$ cat src/hw/rtl/keyed_lfsr_byte_scrambler_assert.svh
// Assertion macros for the keyed LFSR byte scrambler.
// Depends on nothing; included by modules that carry concurrent checks.
`ifndef KEYED_LFSR_BYTE_SCRAMBLER_ASSERT_SVH
`define KEYED_LFSR_BYTE_SCRAMBLER_ASSERT_SVH

// Same-cycle implication, gated off during reset.
`define KLS_ASSERT_NOW(label, clk, rst_n, ante, cons) \
    label: assert property (@(posedge clk) disable iff (!(rst_n)) (ante) |-> (cons)) \
        else $error("scrambler check failed");

// Next-cycle implication, gated off during reset.
`define KLS_ASSERT_NEXT(label, clk, rst_n, ante, cons) \
    label: assert property (@(posedge clk) disable iff (!(rst_n)) (ante) |=> (cons)) \
        else $error("scrambler check failed");

`endif

$ cat src/hw/rtl/kls_pkg.sv
// Shared constants and types for the keyed LFSR byte scrambler.
// No dependencies; imported by the interfaces and the top level.
package kls_pkg;

    localparam int KEY_BYTES_MAX = 16;   // default and upper limit of key length
    localparam int DATA_W        = 8;
    localparam int TAP_W         = 64;
    localparam int KEYLEN_W      = 5;
    localparam int CFG_IDX_W     = 2;

    typedef logic [CFG_IDX_W-1:0] t_cfg_index;

    // Register indexes of the configuration port
    localparam t_cfg_index CFG_TAP_LO    = 2'd0;
    localparam t_cfg_index CFG_TAP_HI    = 2'd1;
    localparam t_cfg_index CFG_KEY_BYTES = 2'd2;

endpackage

$ cat src/hw/rtl/kls_if.sv
// Valid/ready channel interfaces of the keyed LFSR byte scrambler.
// Depends on kls_pkg for field widths.
interface kls_data_if import kls_pkg::*; ();
    logic              valid;
    logic              ready;
    logic [DATA_W-1:0] data_byte;

    modport source (output valid, output data_byte, input ready);
    modport sink   (input valid, input data_byte, output ready);
endinterface

interface kls_result_if import kls_pkg::*; ();
    logic              valid;
    logic              ready;
    logic [DATA_W-1:0] out_byte;
    logic              key_error;

    modport source (output valid, output out_byte, output key_error, input ready);
    modport sink   (input valid, input out_byte, input key_error, output ready);
endinterface

interface kls_cfg_if import kls_pkg::*; ();
    logic             valid;
    logic             ready;
    t_cfg_index       index;
    logic [TAP_W-1:0] data;

    modport source (output valid, output index, output data, input ready);
    modport sink   (input valid, input index, input data, output ready);
endinterface

$ cat src/hw/rtl/keyed_lfsr_byte_scrambler.sv
// Keyed LFSR byte scrambler, top level.
// Depends on kls_pkg, the channel interfaces in kls_if.sv and the assertion macros.
//
// Additive Fibonacci scrambler: every data word is XORed with one 8-bit block of an
// LFSR of 8 * key_bytes bits (all ones after reset or any listed register write).
// Taps are the set bits of {tap_mask_high, tap_mask_low} below the live length. The
// block pointer walks the register; at the start or past the last live block the
// LFSR steps once (tap parity enters at bit 0) and block 0 is used. Register bit
// 8k+j lands on result bit 7-j. An odd live tap count flags key_error, passes the
// word unchanged and freezes the LFSR. Throughput is one word per clock while the
// output is not stalled. A taken word sits in the input register, then the tap
// parity, feedback step and block select run in one combinational pass into the
// result register, which it loads once that register is free or emptying.
// While a result waits, the input register takes one more word and then holds off
// until the result leaves. key_bytes of zero acts as one; values above MAX_KEY_BYTES
// act as MAX_KEY_BYTES. The configuration port is always ready; write registers
// only while the block is idle.
`include "keyed_lfsr_byte_scrambler_assert.svh"

module keyed_lfsr_byte_scrambler
    import kls_pkg::*;
#(
    parameter int MAX_KEY_BYTES = KEY_BYTES_MAX
) (
    input  logic                i_clk,
    input  logic                i_rst_n,
    kls_cfg_if.sink             i_cfg,
    kls_data_if.sink            i_in,
    kls_result_if.source        o_out
);

    localparam int LFSR_W = 8 * MAX_KEY_BYTES;
    localparam int PTR_W  = $clog2(MAX_KEY_BYTES + 1);
    localparam int BLK_W  = (MAX_KEY_BYTES > 1) ? $clog2(MAX_KEY_BYTES) : 1;

    // Configuration registers
    logic [TAP_W-1:0]    r_tap_lo;
    logic [TAP_W-1:0]    r_tap_hi;
    logic [KEYLEN_W-1:0] r_key_bytes;

    // Scrambler state
    logic [LFSR_W-1:0]   r_lfsr;
    logic [PTR_W-1:0]    r_ptr;

    // Input register and result register
    logic                r_s1_valid;
    logic [DATA_W-1:0]   r_s1_data;
    logic                r_o_valid;
    logic [DATA_W-1:0]   r_o_byte;
    logic                r_o_key_error;

    logic                cfg_we;
    logic                cfg_listed;
    logic                in_take;
    logic                advance;
    logic [PTR_W-1:0]    live_bytes;
    logic [LFSR_W-1:0]   live_mask;
    logic [LFSR_W-1:0]   live_taps;
    logic [2*TAP_W-1:0]  tap_cat;
    logic                key_err;
    logic                wrap;
    logic                fb;
    logic [PTR_W-1:0]    blk_idx;
    logic [LFSR_W-1:0]   n_lfsr;
    logic [PTR_W-1:0]    n_ptr;
    logic [7:0]          blocks [MAX_KEY_BYTES];
    logic [7:0]          raw_blk;
    logic [DATA_W-1:0]   key_word;
    logic [DATA_W-1:0]   n_o_byte;

    // ---------------------------------------------------------------------
    // Handshakes
    // ---------------------------------------------------------------------
    assign i_cfg.ready = 1'b1;
    assign cfg_we      = i_cfg.valid;
    assign cfg_listed  = cfg_we && ((i_cfg.index == CFG_TAP_LO) ||
                                    (i_cfg.index == CFG_TAP_HI) ||
                                    (i_cfg.index == CFG_KEY_BYTES));

    // Move the held word into the result register when that slot frees up
    assign advance    = r_s1_valid && (!r_o_valid || o_out.ready);
    assign i_in.ready = !r_s1_valid || advance;
    assign in_take    = i_in.valid && i_in.ready;

    // ---------------------------------------------------------------------
    // Live length and taps
    // ---------------------------------------------------------------------
    always_comb begin
        // Clamp key length into 1..MAX_KEY_BYTES
        if (r_key_bytes == '0) begin
            live_bytes = PTR_W'(1);
        end else if (r_key_bytes > KEYLEN_W'(MAX_KEY_BYTES)) begin
            live_bytes = PTR_W'(MAX_KEY_BYTES);
        end else begin
            live_bytes = r_key_bytes[PTR_W-1:0];
        end
    end

    always_comb begin
        for (int b = 0; b < MAX_KEY_BYTES; b++) begin
            live_mask[8*b +: 8] = (PTR_W'(b) < live_bytes) ? 8'hFF : 8'h00;
        end
    end

    assign tap_cat   = {r_tap_hi, r_tap_lo};
    assign live_taps = tap_cat[LFSR_W-1:0] & live_mask;
    assign key_err   = ^live_taps;

    // ---------------------------------------------------------------------
    // LFSR step and block select
    // ---------------------------------------------------------------------
    // Step at the start of the register or once the pointer runs past the live blocks
    assign wrap    = (r_ptr == '0) || (r_ptr >= live_bytes);
    assign fb      = ^(r_lfsr & live_taps);
    assign blk_idx = wrap ? '0 : r_ptr;
    assign n_ptr   = blk_idx + PTR_W'(1);

    always_comb begin
        if (wrap) begin
            n_lfsr = {r_lfsr[LFSR_W-2:0], fb};
        end else begin
            n_lfsr = r_lfsr;
        end
    end

    always_comb begin
        for (int b = 0; b < MAX_KEY_BYTES; b++) begin
            blocks[b] = n_lfsr[8*b +: 8];
        end
    end

    assign raw_blk = blocks[blk_idx[BLK_W-1:0]];

    // Register bit 8k+j feeds result bit 7-j
    always_comb begin
        for (int j = 0; j < DATA_W; j++) begin
            key_word[DATA_W-1-j] = raw_blk[j];
        end
    end

    assign n_o_byte = key_err ? r_s1_data : (r_s1_data ^ key_word);

    // ---------------------------------------------------------------------
    // Configuration and state registers
    // ---------------------------------------------------------------------
    always_ff @(posedge i_clk) begin
        if (!i_rst_n) begin
            r_tap_lo    <= '0;
            r_tap_hi    <= '0;
            r_key_bytes <= KEYLEN_W'(1);
            r_lfsr      <= '1;
            r_ptr       <= '0;
        end else if (cfg_we) begin
            // Any listed register write reloads the LFSR and the pointer
            unique case (i_cfg.index)
                CFG_TAP_LO: begin
                    r_tap_lo <= i_cfg.data;
                    r_lfsr   <= '1;
                    r_ptr    <= '0;
                end
                CFG_TAP_HI: begin
                    r_tap_hi <= i_cfg.data;
                    r_lfsr   <= '1;
                    r_ptr    <= '0;
                end
                CFG_KEY_BYTES: begin
                    r_key_bytes <= i_cfg.data[KEYLEN_W-1:0];
                    r_lfsr      <= '1;
                    r_ptr       <= '0;
                end
                default: begin
                    // Unlisted index: drop the write
                end
            endcase
        end else if (advance && !key_err) begin
            r_lfsr <= n_lfsr;
            r_ptr  <= n_ptr;
        end
    end

    // ---------------------------------------------------------------------
    // Pipeline registers
    // ---------------------------------------------------------------------
    always_ff @(posedge i_clk) begin
        if (!i_rst_n) begin
            r_s1_valid <= 1'b0;
            r_o_valid  <= 1'b0;
        end else begin
            if (in_take) begin
                r_s1_valid <= 1'b1;
            end else if (advance) begin
                r_s1_valid <= 1'b0;
            end
            if (advance) begin
                r_o_valid <= 1'b1;
            end else if (o_out.ready) begin
                r_o_valid <= 1'b0;
            end
        end
    end

    always_ff @(posedge i_clk) begin
        if (in_take) begin
            r_s1_data <= i_in.data_byte;
        end
        if (advance) begin
            r_o_byte      <= n_o_byte;
            r_o_key_error <= key_err;
        end
    end

    assign o_out.valid     = r_o_valid;
    assign o_out.out_byte  = r_o_byte;
    assign o_out.key_error = r_o_key_error;

    // ---------------------------------------------------------------------
    // Checks
    // ---------------------------------------------------------------------
    // Pointer never runs past the live block count
    `KLS_ASSERT_NOW(a_ptr_in_range, i_clk, i_rst_n, 1'b1, r_ptr <= live_bytes)
    // A listed register write restarts the pointer
    `KLS_ASSERT_NEXT(a_cfg_reload, i_clk, i_rst_n, cfg_listed, r_ptr == '0)
    // A bad key leaves the LFSR frozen
    `KLS_ASSERT_NEXT(a_err_hold, i_clk, i_rst_n, advance && key_err && !cfg_we, $stable(r_lfsr))
    // A wrap consumes block 0 and parks the pointer on block 1
    `KLS_ASSERT_NEXT(a_wrap_ptr, i_clk, i_rst_n, advance && !key_err && wrap && !cfg_we, r_ptr == PTR_W'(1))

endmodule

$ cat src/flat_wrapper.sv
// flat-port wrapper written by rule: the top's interface ports become plain ports
module keyed_lfsr_byte_scrambler_flat import kls_pkg::*;
#(
    parameter int MAX_KEY_BYTES = KEY_BYTES_MAX
)
  (i_clk, i_rst_n, i_cfg_valid, i_cfg_index, i_cfg_data, i_cfg_ready, i_in_valid, i_in_data_byte, i_in_ready, o_out_valid, o_out_out_byte, o_out_key_error, o_out_ready);
  kls_cfg_if i_cfg_i ();
  kls_data_if i_in_i ();
  kls_result_if o_out_i ();
  input  logic i_clk;
  input  logic i_rst_n;
  input wire logic [$bits(i_cfg_i.valid)-1:0] i_cfg_valid;
  input wire logic [$bits(i_cfg_i.index)-1:0] i_cfg_index;
  input wire logic [$bits(i_cfg_i.data)-1:0] i_cfg_data;
  output wire logic [$bits(i_cfg_i.ready)-1:0] i_cfg_ready;
  input wire logic [$bits(i_in_i.valid)-1:0] i_in_valid;
  input wire logic [$bits(i_in_i.data_byte)-1:0] i_in_data_byte;
  output wire logic [$bits(i_in_i.ready)-1:0] i_in_ready;
  output wire logic [$bits(o_out_i.valid)-1:0] o_out_valid;
  output wire logic [$bits(o_out_i.out_byte)-1:0] o_out_out_byte;
  output wire logic [$bits(o_out_i.key_error)-1:0] o_out_key_error;
  input wire logic [$bits(o_out_i.ready)-1:0] o_out_ready;
  assign i_cfg_i.valid = i_cfg_valid;
  assign i_cfg_i.index = i_cfg_index;
  assign i_cfg_i.data = i_cfg_data;
  assign i_cfg_ready = i_cfg_i.ready;
  assign i_in_i.valid = i_in_valid;
  assign i_in_i.data_byte = i_in_data_byte;
  assign i_in_ready = i_in_i.ready;
  assign o_out_valid = o_out_i.valid;
  assign o_out_out_byte = o_out_i.out_byte;
  assign o_out_key_error = o_out_i.key_error;
  assign o_out_i.ready = o_out_ready;
  keyed_lfsr_byte_scrambler #(.MAX_KEY_BYTES(MAX_KEY_BYTES)) u_core (.i_clk(i_clk), .i_rst_n(i_rst_n), .i_cfg(i_cfg_i), .i_in(i_in_i), .o_out(o_out_i));
endmodule
$ cat config.mk
export PLATFORM = sky130hd
export DESIGN_NAME = keyed_lfsr_byte_scrambler_flat
export DESIGN_NICKNAME = d
export VERILOG_FILES = /design/src/hw/rtl/kls_pkg.sv /design/src/hw/rtl/kls_if.sv /design/src/hw/rtl/keyed_lfsr_byte_scrambler.sv /design/src/flat_wrapper.sv
export VERILOG_INCLUDE_DIRS = /design/src /design/src/hw/rtl
export SDC_FILE = /design/constraint.sdc
export NUM_CORES = 1
export LEC_CHECK = 0
export BUFFER_PORTS_ARGS = -buffer_cell sky130_fd_sc_hd__buf_2
export CAP_MARGIN = 20
export CELL_PAD_IN_SITES_DETAIL_PLACEMENT = 2
export CELL_PAD_IN_SITES_GLOBAL_PLACEMENT = 2
export CORE_ASPECT_RATIO = 1.75
export CORE_UTILIZATION = 40
export DETAILED_ROUTE_END_ITERATION = 6
export PLACE_DENSITY_LB_ADDON = 0.1
export SLEW_MARGIN = 20
export SYNTH_ARGS = -nofsm -noshare
export SYNTH_HDL_FRONTEND = slang
export SYNTH_SLANG_ARGS = --single-unit
export TNS_END_PERCENT = 1
$ cat constraint.sdc
create_clock -name i_clk -period 6.9 [get_ports i_clk]
set_input_delay 0.69 -clock i_clk [delete_from_list [all_inputs] [get_ports i_clk]]
set_output_delay 0.69 -clock i_clk [all_outputs]
set_load 0.02 [all_outputs]
**Word level (Yosys, flattened, before mapping)**

Index checks and enable logic that the tools add are counted.

- Register bits: 285
- Output and inout port bits: 12
- Logic and storage cells: 93

- Add/sub/neg operators: 1
- Order comparisons: 19
- Eq/ne operators: 3
- Mux-type cells: 34
- Bitwise operators: 4
- Reductions and logical operators: 22

Operators with widths:

| operator | number |
|---|---|
| two-way mux 128 bit | 4 |
| AND 128 bit | 2 |
| parity 128 bit | 2 |
| two-way mux 8 bit | 19 |
| less-than comparator 4 x 5 -> 1 bit, first input constant | 8 |
| binary-select mux 8 bit (select 4 bit) | 1 |
| two-way mux 5 bit | 6 |
| less-than comparator 3 x 5 -> 1 bit, first input constant | 4 |
| logical NOT 5 bit | 2 |
| less-than comparator 1 x 5 -> 1 bit, first input constant | 2 |
| less-than comparator 2 x 5 -> 1 bit, first input constant | 2 |
| AND reduction 2 bit | 4 |
| bitwise XOR 8 bit | 1 |
| nonzero test 2 bit | 3 |
| adder 5 x 1 -> 5 bit, second input constant | 1 |
| >= comparator 5 bit | 1 |
| >= comparator 5 bit, second input constant | 1 |
| > comparator 5 bit, second input constant | 1 |
| NOT 4 -> 5 bit | 1 |
| two-way mux 1 bit | 4 |
| logical AND 1 bit | 3 |
| logical NOT 1 bit | 3 |
| logical OR 1 bit | 3 |
| OR reduction 3 bit | 1 |
| other kinds (4) | 4 |

**Logic depth before layout (Yosys ltp)**

Gate-level depths: netlist (run 1).

- Depth after elaboration: 14
- Mapped depth: 19
- Gate-level depth less buffers: 18

**Worst setup path after synthesis (run 1)**

Ideal clock, no wire load.

- Path kind: reg2reg
- Start: reg u_core.r_key_bytes[4]
- End: reg u_core.r_o_byte[1], in the netlist u_core.o_out.out_byte[1], data pin
- Library setup time: 0.262 ns
- Arrival: 3.510 ns
- Required time: 6.638 ns
- Slack: 3.128 ns
- Stages on the path, launching flop included: 18
- Period minus slack after synthesis: 3.772 ns
- Cell sequence: dfxtp_1 buf_6 clkbuf_1 nor2_1 ha_1 nand2b_1 a21o_1 a21o_1 a21o_1 a21oi_1 and2_1 clkbuf_1 nor2_1 a22o_1 a221o_1 o21ai_0 a21oi_1 xor2_1

- Longest elaborated chain between the ends: 12

Ends and longest elaborated chain:

| item | RTL line | text |
|---|---|---|
| start: declaration | keyed_lfsr_byte_scrambler.sv:39 | `logic [KEYLEN_W-1:0] r_key_bytes;` |
| start signal: assignment | keyed_lfsr_byte_scrambler.sv:167 | `r_key_bytes <= i_cfg.data[KEYLEN_W-1:0];` |
| > comparator 5 bit | keyed_lfsr_byte_scrambler.sv:92 | `end else if (r_key_bytes > KEYLEN_W'(MAX_KEY_BYTES)) begin` |
| two-way mux 5 bit | keyed_lfsr_byte_scrambler.sv:92 |  |
| two-way mux 5 bit (*) | keyed_lfsr_byte_scrambler.sv:90 | `if (r_key_bytes == '0) begin` |
| >= comparator 5 bit | keyed_lfsr_byte_scrambler.sv:113 | `assign wrap = (r_ptr == '0) \|\| (r_ptr >= live_bytes);` |
| logical OR 1 bit | keyed_lfsr_byte_scrambler.sv:113 |  |
| two-way mux 5 bit | keyed_lfsr_byte_scrambler.sv:115 | `assign blk_idx = wrap ? '0 : r_ptr;` |
| NOT 4 -> 5 bit (not written as such) | keyed_lfsr_byte_scrambler.sv:132 | `assign raw_blk = blocks[blk_idx[BLK_W-1:0]];` |
| binary-select mux 8 bit (select 4 bit) | keyed_lfsr_byte_scrambler.sv:132 |  |
| two-way mux 8 bit (not written as such) (2 in series) | keyed_lfsr_byte_scrambler.sv:132 |  |
| bitwise XOR 8 bit | keyed_lfsr_byte_scrambler.sv:141 | `assign n_o_byte = key_err ? r_s1_data : (r_s1_data ^ key_word);` |
| two-way mux 8 bit (*) | keyed_lfsr_byte_scrambler.sv:141 |  |
| named net u_core.n_o_byte[1] | keyed_lfsr_byte_scrambler.sv:69 | `logic [DATA_W-1:0] n_o_byte;` |
| end signal: assignment | keyed_lfsr_byte_scrambler.sv:207 | `r_o_byte <= n_o_byte;` |
| end: declaration | keyed_lfsr_byte_scrambler.sv:49 | `logic [DATA_W-1:0] r_o_byte;` |

The timed path passes the listed nets; every way through them passes the cells marked *. The select of a mux whose other input is x is not followed.
A chain may end at the register's enable or synchronous reset.

**Worst setup path after layout (run 1)**

- Start: reg u_core.r_key_bytes[2]
- End: reg u_core.r_o_byte[5], in the netlist u_core.o_out.out_byte[5], data pin

Same word-level chain as after synthesis.

==> results of run 1 <==
per-stage QoR:
stage               setup WS (ns)  hold slack [ns]  cells  util (%)  cell area [sq um]
floorplan                    3.13            0.465   1806         -              14600
global placement             1.79            0.478   2268      42.5              15300
detailed placement           1.58            0.496   2268      42.5              15300
CTS                          1.55            0.275   2319      45.2              16300
global route                 1.19            0.286   2319      45.2              16300
finish                       1.47            0.290   2319      45.2              16300
state kept, by name (all words and copies together) (netlist names):
register / flops
u_core.o_out.key_error: 1
u_core.o_out.out_byte: 8
u_core.o_out.valid: 1
u_core.r_key_bytes: 5
u_core.r_lfsr: 128
u_core.r_ptr: 5
u_core.r_s1_data: 8
u_core.r_s1_valid: 1
u_core.r_tap_hi: 64
u_core.r_tap_lo: 64
report_power, final:
part / internal [mW] / total, mW / switching (mW)
sequential: 1.74 / 1.82 / 0.0775
combinational: 0.294 / 0.812 / 0.518
clock: 0.941 / 1.64 / 0.694
total: 2.97 / 4.26 / 1.29
cells by family (layout without fill, tap and decap cells):
family,Yosys count,in the layout,synth area share [%]
fa+ha+maj,6,6,0.513
xor+xnor,259,259,15.7
simple gates,746,746,20.5
other cells,1,1,0.0256
mux,42,42,3.07
compound gates,348,348,16.4
flops,285,285,40.2
buf+inv,119,162,3.63
placed cells by master, fill, tap and decap left out, drive strengths merged, types with 17 or more instances in the layout:
cell type,n
o22ai,94
a21oi,37
dfxtp,268
a21boi,132
nand3,43
xor2,48
mux2i,37
clkbuf,41
buf,108
edfxtp,17
nor2,60
o21ai,27
xnor2,210
nand2,591
worst reg2reg max path: stages, from the launching register on:
cell,delay [ns]
dfxtp_1,0.64
or2_1,0.24
nor2_1,0.06
nor2_1,0.11
nor2_1,0.06
ha_1,0.30
nand2b_1,0.15
a21o_1,0.18
a21o_1,0.17
a21o_1,0.19
a21oi_1,0.61
nand2_1,0.50
nor2_1,0.75
a22oi_1,0.24
a311oi_1,0.41
a21oi_1,0.08
nor2_1,0.36
xor2_1,0.11
worst paths after layout:
check / depth (start not counted) / from / slack (ns) / to
worst max-delay path: 17 / u_core.r_key_bytes[2] / 1.47 / u_core.o_out.out_byte[5]
worst max register to register: 17 / u_core.r_key_bytes[2] / 1.47 / u_core.o_out.out_byte[5]
worst min register to register: 2 / u_core.r_tap_hi[44] / 0.50 / u_core.r_tap_hi[44]
worst min-delay path: 1 / i_in_data_byte[1] / 0.29 / u_core.r_s1_data[1]
final cells by class:
| class | count | area, sq um | area share (%) |
|---|---|---|---|
| multi-input cells | 1402 | 8240 | 50.6 |
| flip-flops and latches | 285 | 5880 | 36.1 |
| clock buffers | 41 | 866 | 5.32 |
| repair buffers | 108 | 594 | 3.65 |
| well taps | 470 | 588 | 3.61 |
| clock inverters | 10 | 100 | 0.615 |
| inverters | 3 | 11.3 | 0.0692 |
routing by layer:
layer  global-route usage, %  vias to the layer above  part of all wire [%]
li1                        -                     6082                     -
met1                    30.1                     6642                    36
met2                    59.8                      238                    55
met3                    2.80                      134                   2.7
met4                    19.0                        0                   6.6
met5                       0                        -                     0
==> metrics.txt, run 1 <==
die area between 30,000 and 40,000 sq um; Detailed Place HPWL 42.3 mm; f_max 184 MHz; CTS tree yes; Total Power 4.26 mW; Total GRT Usage 30.3%; via count around 13,000; sequential share of the synthesized area 40.2%; clk buf depth 3; Pins Over Slew Limit 0; dominant cells by area after synthesis dfxtp_1 (37%), nand2_1 (15%), xnor2_1 (13%); CP Cell Sequence or2_1, nor2_1, nor2_1, nor2_1, ha_1, nand2b_1, a21o_1, a21o_1, a21o_1, a21oi_1, nand2_1, nor2_1, a22oi_1, a311oi_1, a21oi_1, nor2_1, xor2_1; Worst Setup Path Type register to register; Avg Vias per Cell 5.65; Synth Net Count 1,891; CTS Hold Buffers Added 0; max_cap viols 0; max_slew headroom 34.8%; synthesized area between 10,000 and 15,000 sq um; largest area contributor in the netlist dfxtp_1; Hold Vio Cnt, Final 0; Ports 91; share of the synthesized area in the top cell type 36.7%; Syn Inst Count 1,806; share of layout cells above drive strength 1 9.46%; synth warn 0; Rows just over 90; Req. time, crit path 7.21 ns; final worst-path cycle share 78.6%; GP Congestion 0.954; leakage 5.63 nW; Slew @ Worst Pin 0.977 ns; ys flop type dfxtp_1; total iterations of the first detailed-routing run 5; pin count of the biggest net entering global routing 88; Gates resized, CTS repair 0; power density over cell area 262 nW/um^2; final WL between 50 and 60 mm; flops & latches, synth 285; Initial Util 40.6%; CP Launch Type register; Final min period 5.43 ns; Post-CTS Setup Repair Bufs 0; initial antenna violation count 0; status finished clean; Routed Antenna Nets 0; RSZ-0062 raised after global routing no; Cell variety after synth between 50 and 60; average size of a mapped cell 8.10 sq um; EDFF count, synth 17; clk_skew 0.0201 ns; Wirelength per Cell 24.2 um; Top delay family on crit path simple AND/OR/NAND/NOR gates; Critical Path AT between 5 and 6 ns; root buffer cell clkbuf_16; Core Area 36,000 sq um; initial drt markers 522; Setup-failing EPs final 0; CTS buffer count 29; Area Overhead vs Synth 11.3%; Top cell by count, worst path nor2_1; top cells by count, synth nand2_1 (591), dfxtp_1 (268), xnor2_1 (209); Die H 255 um; Die W 147 um; vias in the first global route 14,200; Post-synth ARST share 0%; max incr delay on CP 0.75 ns; worst-path maximum fanout 16; DRC Markers 0; worst skew pair latency approximately 0.58 ns; # diodes 0; Worst path slowest cell nor2_1; most numerous cell in the Yosys netlist nand2_1; global-route wire length before repair 85.9 mm; # nets final 1,914; CTS clk-pin slew, worst paths 0.06 ns; Critical Path End Type register; port buffer count between 80 and 90; clock sink count 285; VDD IR-drop max roughly 0.00016 V; CTS H-tree depth 1; Buffers & Inverters on Critical Path 0; Tightest Hold Check Type input pin to register; Setup TNS Final 0 ns; grt ovf 0; FILL cells roughly 4,100
No activity file was read; power rests on OpenSTA's default activity.
==> inputs of run 2 (changes only) <==
- CORE_UTILIZATION: 40 -> 37
- clock period: 6.9 -> 5.5 ns (I/O delays scaled with it)
==> run 2 against run 1 <==
Effect of this change:
- the flow now finishes with violations (DRC)
- sequential power is 26% higher
- register-to-register slack worse by 0.90 ns
- highest routed layer unchanged
- sequential share of layout area is 0.31 points lower
- clock-buffer cell count is 3 higher
- non-clock buffer count is 7 higher
- final area is 0.86% higher
- critical path depth stayed put
==> metrics.txt, run 2 (synthesis results as in run 1) <==
status finished, violations left; failing checks DRC; worst setup margin approximately 0.58 ns; max reg flops 128; initial drt markers 393; worst skew pair latency 0.58 ns; leakage 5.69 nW; DRC Markers 3; Buffers & Inverters on Critical Path 0; GP Congestion about 0.9; share of layout cells above drive strength 1 9.83%; die area 40,400 sq um; Worst path slowest cell dfxtp_1; max incr delay on CP around 0.63 ns; Ports 91; initial antenna violation count 0; final core utilization 42.1%; worst-path maximum fanout 16; Reg2Reg Depth 17; clk buf depth 3; Req. time, crit path 5.80 ns; Area Overhead vs Synth 12.3%; Post-CTS Setup Repair Bufs 0; f_max roughly 200 MHz; Routed Antenna Nets 0; CP Launch Type register; Pins Over Slew Limit 0; pin count of the biggest net entering global routing 91; CTS clk-pin slew, worst paths 0.07 ns; max_slew headroom 45.3%; clk_skew 0.0148 ns; total iterations of the first detailed-routing run 6; cell count along the critical path 17; Hold Vio Cnt, Final 0; Top delay family on crit path compound AO/OA/AOI/OAI gates; root buffer cell clkbuf_16; leading cell type in the layout, fill and taps excluded nand2_1; hold slack 0.151 ns; CTS buffer count 30; Rows 96; Avg Vias per Cell ~5.5; Gates resized, CTS repair 0; most frequent cells in the layout nand2_1 (591), dfxtp_1 (267), xnor2_1 (209); Setup-failing EPs final 0; Core Area 39,000 sq um; global-route wire length before repair 86.4 mm; port buffer count 89; Hold Path Depth 1; Biggest register u_core.r_lfsr; VDD IR-drop max 0.000181 V; clock sink count 285; pre-CTS setup slack 0.670 ns; FILL cells around 4,400; register-to-register setup slack between 0.5 and 0.6 ns; final WL 56.4 mm; # nets final roughly 1,900; Total GRT Usage 28.3%; Die H 265 um; Final min period between 4 and 5 ns; Die W 152 um; RSZ-0062 raised after global routing no; via count 12,900; Detailed Place HPWL 42.3 mm; CTS H-tree depth 1; Wirelength per Cell 24.0 um; vias in the first global route approximately 14,000; CTS tree yes; grt ovf 0; Critical Path End Type register; Placed Cells 2,295; Setup TNS Final 0 ns; Critical Path AT 5.22 ns; Top cell by count, worst path nor2_1; final worst-path cycle share about nine tenths; Seq. cell area a little under 6000 sq um; Slew @ Worst Pin 0.820 ns; post-route insts no fill ~2,400; CP Cell Sequence or2_1, nor2_1, nor2_1, nor2_1, ha_1, nand2b_1, a21o_1, a21o_1, a21o_1, a21oi_1, o21ai_4, nor2_1, nand2_1, a221oi_1, nor3_1, a211oi_1, xor2_1; Worst Setup Path Type register to register; Initial Util approximately 37%; max_cap viols 0; CTS Hold Buffers Added 0; multi-input logic area 8240 sq um; Largest regs u_core.r_lfsr (128), u_core.r_tap_hi (64), u_core.r_tap_lo (64); Tightest Hold Check Type input pin to register; power density over cell area 327 nW/um^2; # diodes 0
==> run 2: cell types whose count changed in the layout (fill, tap and decap cells not counted) <==
cell / before / now
inv_4: 0 / 1
clkbuf_8: 7 / 6
clkbuf_16: 30 / 31
clkbuf_1: 3 / 7
clkinv_4: 0 / 1
buf_12: 0 / 4
buf_4: 19 / 22
bufinv_16: 2 / 1
clkbuf_4: 1 / 0
inv_6: 0 / 1
==> run 2: final timing paths <==
check | to | from
min | u_core.r_s1_data[6] | i_in_data_byte[6]
min reg2reg | u_core.r_tap_hi[54] | u_core.r_tap_hi[54]
max reg2reg | u_core.o_out.out_byte[7] | u_core.r_key_bytes[2]
max | u_core.o_out.out_byte[7] | u_core.r_key_bytes[2]
==> run 2: metrics by stage <==
step	power (mW)	cell area, sq um
after detailed placement	3.36	15400
after CTS	5.44	16400
after global placement	3.33	15400
final	5.38	16400
after floorplan	2.96	14600
after global routing	5.58	16400
==> run 2: layout make-up <==
| type | instances | share of cell area [%] |
|---|---|---|
| clock buffers | 44 | 5.39 |
| multi-input cells | 1402 | 50.2 |
| repair buffers | 115 | 4.24 |
| clock inverters | 12 | 0.572 |
| well taps | 490 | 3.73 |
| inverters | 3 | 0.0686 |
| flip-flops and latches | 285 | 35.8 |
==> run 2: power by group <==
| part | switching [mW] | internal [mW] |
|---|---|---|
| Sequential | 0.104 | 2.18 |
| Clock | 0.907 | 1.16 |
| Combinational | 0.640 | 0.382 |
| Total | 1.65 | 3.73 |
==> run 2: worst reg2reg max path, cell delays in order, from the launching register on <==
cell and delay [ns]:
dfxtp_1 0.63, or2_1 0.23, nor2_1 0.05, nor2_1 0.11
nor2_1 0.05, ha_1 0.28, nand2b_1 0.13, a21o_1 0.18
a21o_1 0.17, a21o_1 0.18, a21oi_1 0.58, o21ai_4 0.14
nor2_1 0.51, nand2_1 0.22, a221oi_1 0.37, nor3_1 0.11
a211oi_1 0.56, xor2_1 0.12
==> run 2: per-layer routing <==
metal / vias to the layer above / track usage, % / share of wire [%] / routed length, um
met5: - / 0 / 0 / 0
met4: 0 / 14.9 / 5.5 / 3100
met3: 110 / 2.70 / 2.4 / 1380
met2: 189 / 55.9 / 55 / 31100
met1: 6526 / 29.0 / 37 / 20800
li1: 6098 / - / - / -
==> inputs of run 3 (changes only) <==
- BUFFER_PORTS_ARGS: -buffer_cell sky130_fd_sc_hd__buf_2 -> -buffer_cell sky130_fd_sc_hd__buf_4
- CAP_MARGIN: 20 -> not set
- SKIP_CTS_REPAIR_TIMING: not set -> 1
==> run 3 against run 2 <==
Effect of this change:
- the run still ends with DRC left
- worst setup slack improved by 0.097 ns
- global-route usage increased by 0.51 points
- clock-buffer cell count unchanged
- final area grew 1.2%
- die area stayed put
- sequential share of layout area shrank 0.41 points
- via count increased by 0.75%
- total power is 0.20% higher
- maximum frequency up 2.0%
- utilization is 0.49 points higher
- largest power group unchanged
==> metrics.txt, run 3 (synthesis results as in run 1) <==
status finished, violations left; failing checks DRC; RSZ-0062 raised after global routing no; Die W 152 um; final worst-path cycle share between 80 and 90%; initial drt markers 545; max_cap viols 0; max reg flops 128; FILL cells 4,458; leading cell type in the layout, fill and taps excluded nand2_1; # diodes 0; Area Overhead vs Synth 13.6%; max incr delay on CP 0.67 ns; Total Power 5.39 mW; Critical Path Start u_core.r_key_bytes[2]; Placed Cells approximately 2,300; # nets final 1,924; CP Cell Sequence or2_1, nor2_1, nor2_1, nor2_1, ha_1, nand2b_1, a21o_1, a21o_1, a21o_1, a21oi_1, nand2_1, nor2_1, a22oi_1, a311oi_1, a21oi_1, nor2_1, xor2_1; Setup TNS Final 0 ns; max_slew headroom 37.4%; Worst path slowest cell dfxtp_1; leakage 5.75 nW; Detailed Place HPWL between 40 and 50 mm; DRC Markers 3; Rows 96; Placed Area 15,700 sq um; Seq. cell area 5880 sq um; register-to-register setup slack 0.67 ns; Setup-failing EPs final 0; Req. time, crit path 5.84 ns; final WL 57.5 mm; Reg2Reg Depth 17; Tightest Hold Check Type input pin to register; post-route cell area 16,600 sq um; global-route wire length before repair 87.8 mm; Ports 91; Total GRT Usage between 20% and 30%; Worst Setup Path Type register to register; grt ovf 0; VDD IR-drop max between 0.0002 and 0.00025 V; GP Congestion 0.935; CTS buffer count 30; Final min period 4.83 ns; clk buf depth 3; multi-input logic area 8240 sq um; CTS clk-pin slew, worst paths 0.07 ns; capture point of the worst reg-to-reg path u_core.o_out.out_byte[4]; Biggest register u_core.r_lfsr; Largest regs u_core.r_lfsr (128), u_core.r_tap_hi (64), u_core.r_tap_lo (64); Pins Over Slew Limit 0; Avg Vias per Cell 5.54; Hold Vio Cnt, Final 0; Hold Path Depth 1; CP Launch Type register; clk_skew 0.0136 ns; Worst Setup EP u_core.o_out.out_byte[4]; Top cell by count, worst path nor2_1; vias in the first global route 14,200; CTS tree yes; worst-path maximum fanout 16; hold slack 0.144 ns; port buffer count 89; post-route insts no fill 2,350; Die H 265 um; initial antenna violation count 0; Critical Path AT between 5 and 6 ns; f_max 207 MHz; power density over cell area ~320 nW/um^2; clock sink count between 200 and 300; CTS H-tree depth 1; Wirelength per Cell 24.5 um; Core Area just under 40,000 sq um; root buffer cell clkbuf_16; total iterations of the first detailed-routing run 6; Initial Util a little under two fifths; via count 13,000; FF-to-FF Start u_core.r_key_bytes[2]; share of layout cells above drive strength 1 about a tenth; Routed Antenna Nets 0; pin count of the biggest net entering global routing 99; worst skew pair latency approximately 0.58 ns; die area 40,400 sq um; Slew @ Worst Pin 0.939 ns; most frequent cells in the layout nand2_1 (591), dfxtp_1 (267), xnor2_1 (209); Critical Path End Type register
[run 3: changes by cell type in the layout (fill, tap and decap cells not counted), sizes merged]
cell / previous run / this run
clkinvlp: 0 / 1
buf: 115 / 117
inv: 5 / 4
clkinv: 9 / 6
[run 3: report_power, final]
| group | switching, mW | total (mW) | internal [mW] |
|---|---|---|---|
| logic | 0.627 | 1.03 | 0.405 |
| registers | 0.117 | 2.30 | 2.18 |
| clock network | 0.900 | 2.06 | 1.16 |
[run 3: area by class of cell]
| cell class | instances | share of cell area, % |
|---|---|---|
| Clock buffer | 44 | 5.33 |
| Multi-Input combinational cell | 1402 | 49.6 |
| Inverter | 3 | 0.0678 |
| Clock inverter | 9 | 0.444 |
| Tap cell | 490 | 3.69 |
| Timing Repair Buffer | 117 | 5.46 |
| Sequential cell | 285 | 35.4 |
[run 3: how the worst min path moves through the flow]
| stage | slack (ns) | startpoint | to |
|---|---|---|---|
| floorplan | 0.47 | u_core.r_lfsr[127] | u_core.r_lfsr[127] |
| global placement | 0.48 | u_core.r_tap_hi[57] | u_core.r_tap_hi[57] |
| detailed placement | 0.50 | u_core.r_tap_lo[45] | u_core.r_tap_lo[45] |
| CTS | 0.11 | i_in_data_byte[3] | u_core.r_s1_data[3] |
| global route | 0.12 | i_in_data_byte[5] | u_core.r_s1_data[5] |
| finish | 0.14 | i_in_data_byte[3] | u_core.r_s1_data[3] |
[run 3: layer usage]
layer / GRT usage (%) / part of all wire, %
met2: 56.4 / 54
met4: 16.2 / 6.1
met1: 29.3 / 37
met5: 0 / 0
met3: 3.10 / 2.7
[run 3: per-stage QoR]
| step | worst slack [ns] | utilization, % |
|---|---|---|
| 6_report | 0.675 | 42.6 |
| 5_1_grt | 0.345 | 42.6 |
| 4_1_cts | 0.699 | 42.6 |
| 3_5_place_dp | 0.704 | 40.1 |
| 3_3_place_gp | 0.884 | 40.1 |
| 2_1_floorplan | 1.73 | - |
[run 3: worst max-delay path: cells and delay by family, from the launching register on]
kind	cells	cell delay (ns)
and+or+nand+nor	8	1.80
AOI/OAI and AO/OA	7	1.74
DFF	1	0.67
adders and majority gates	1	0.29
xor gates and xnor gates	1	0.08
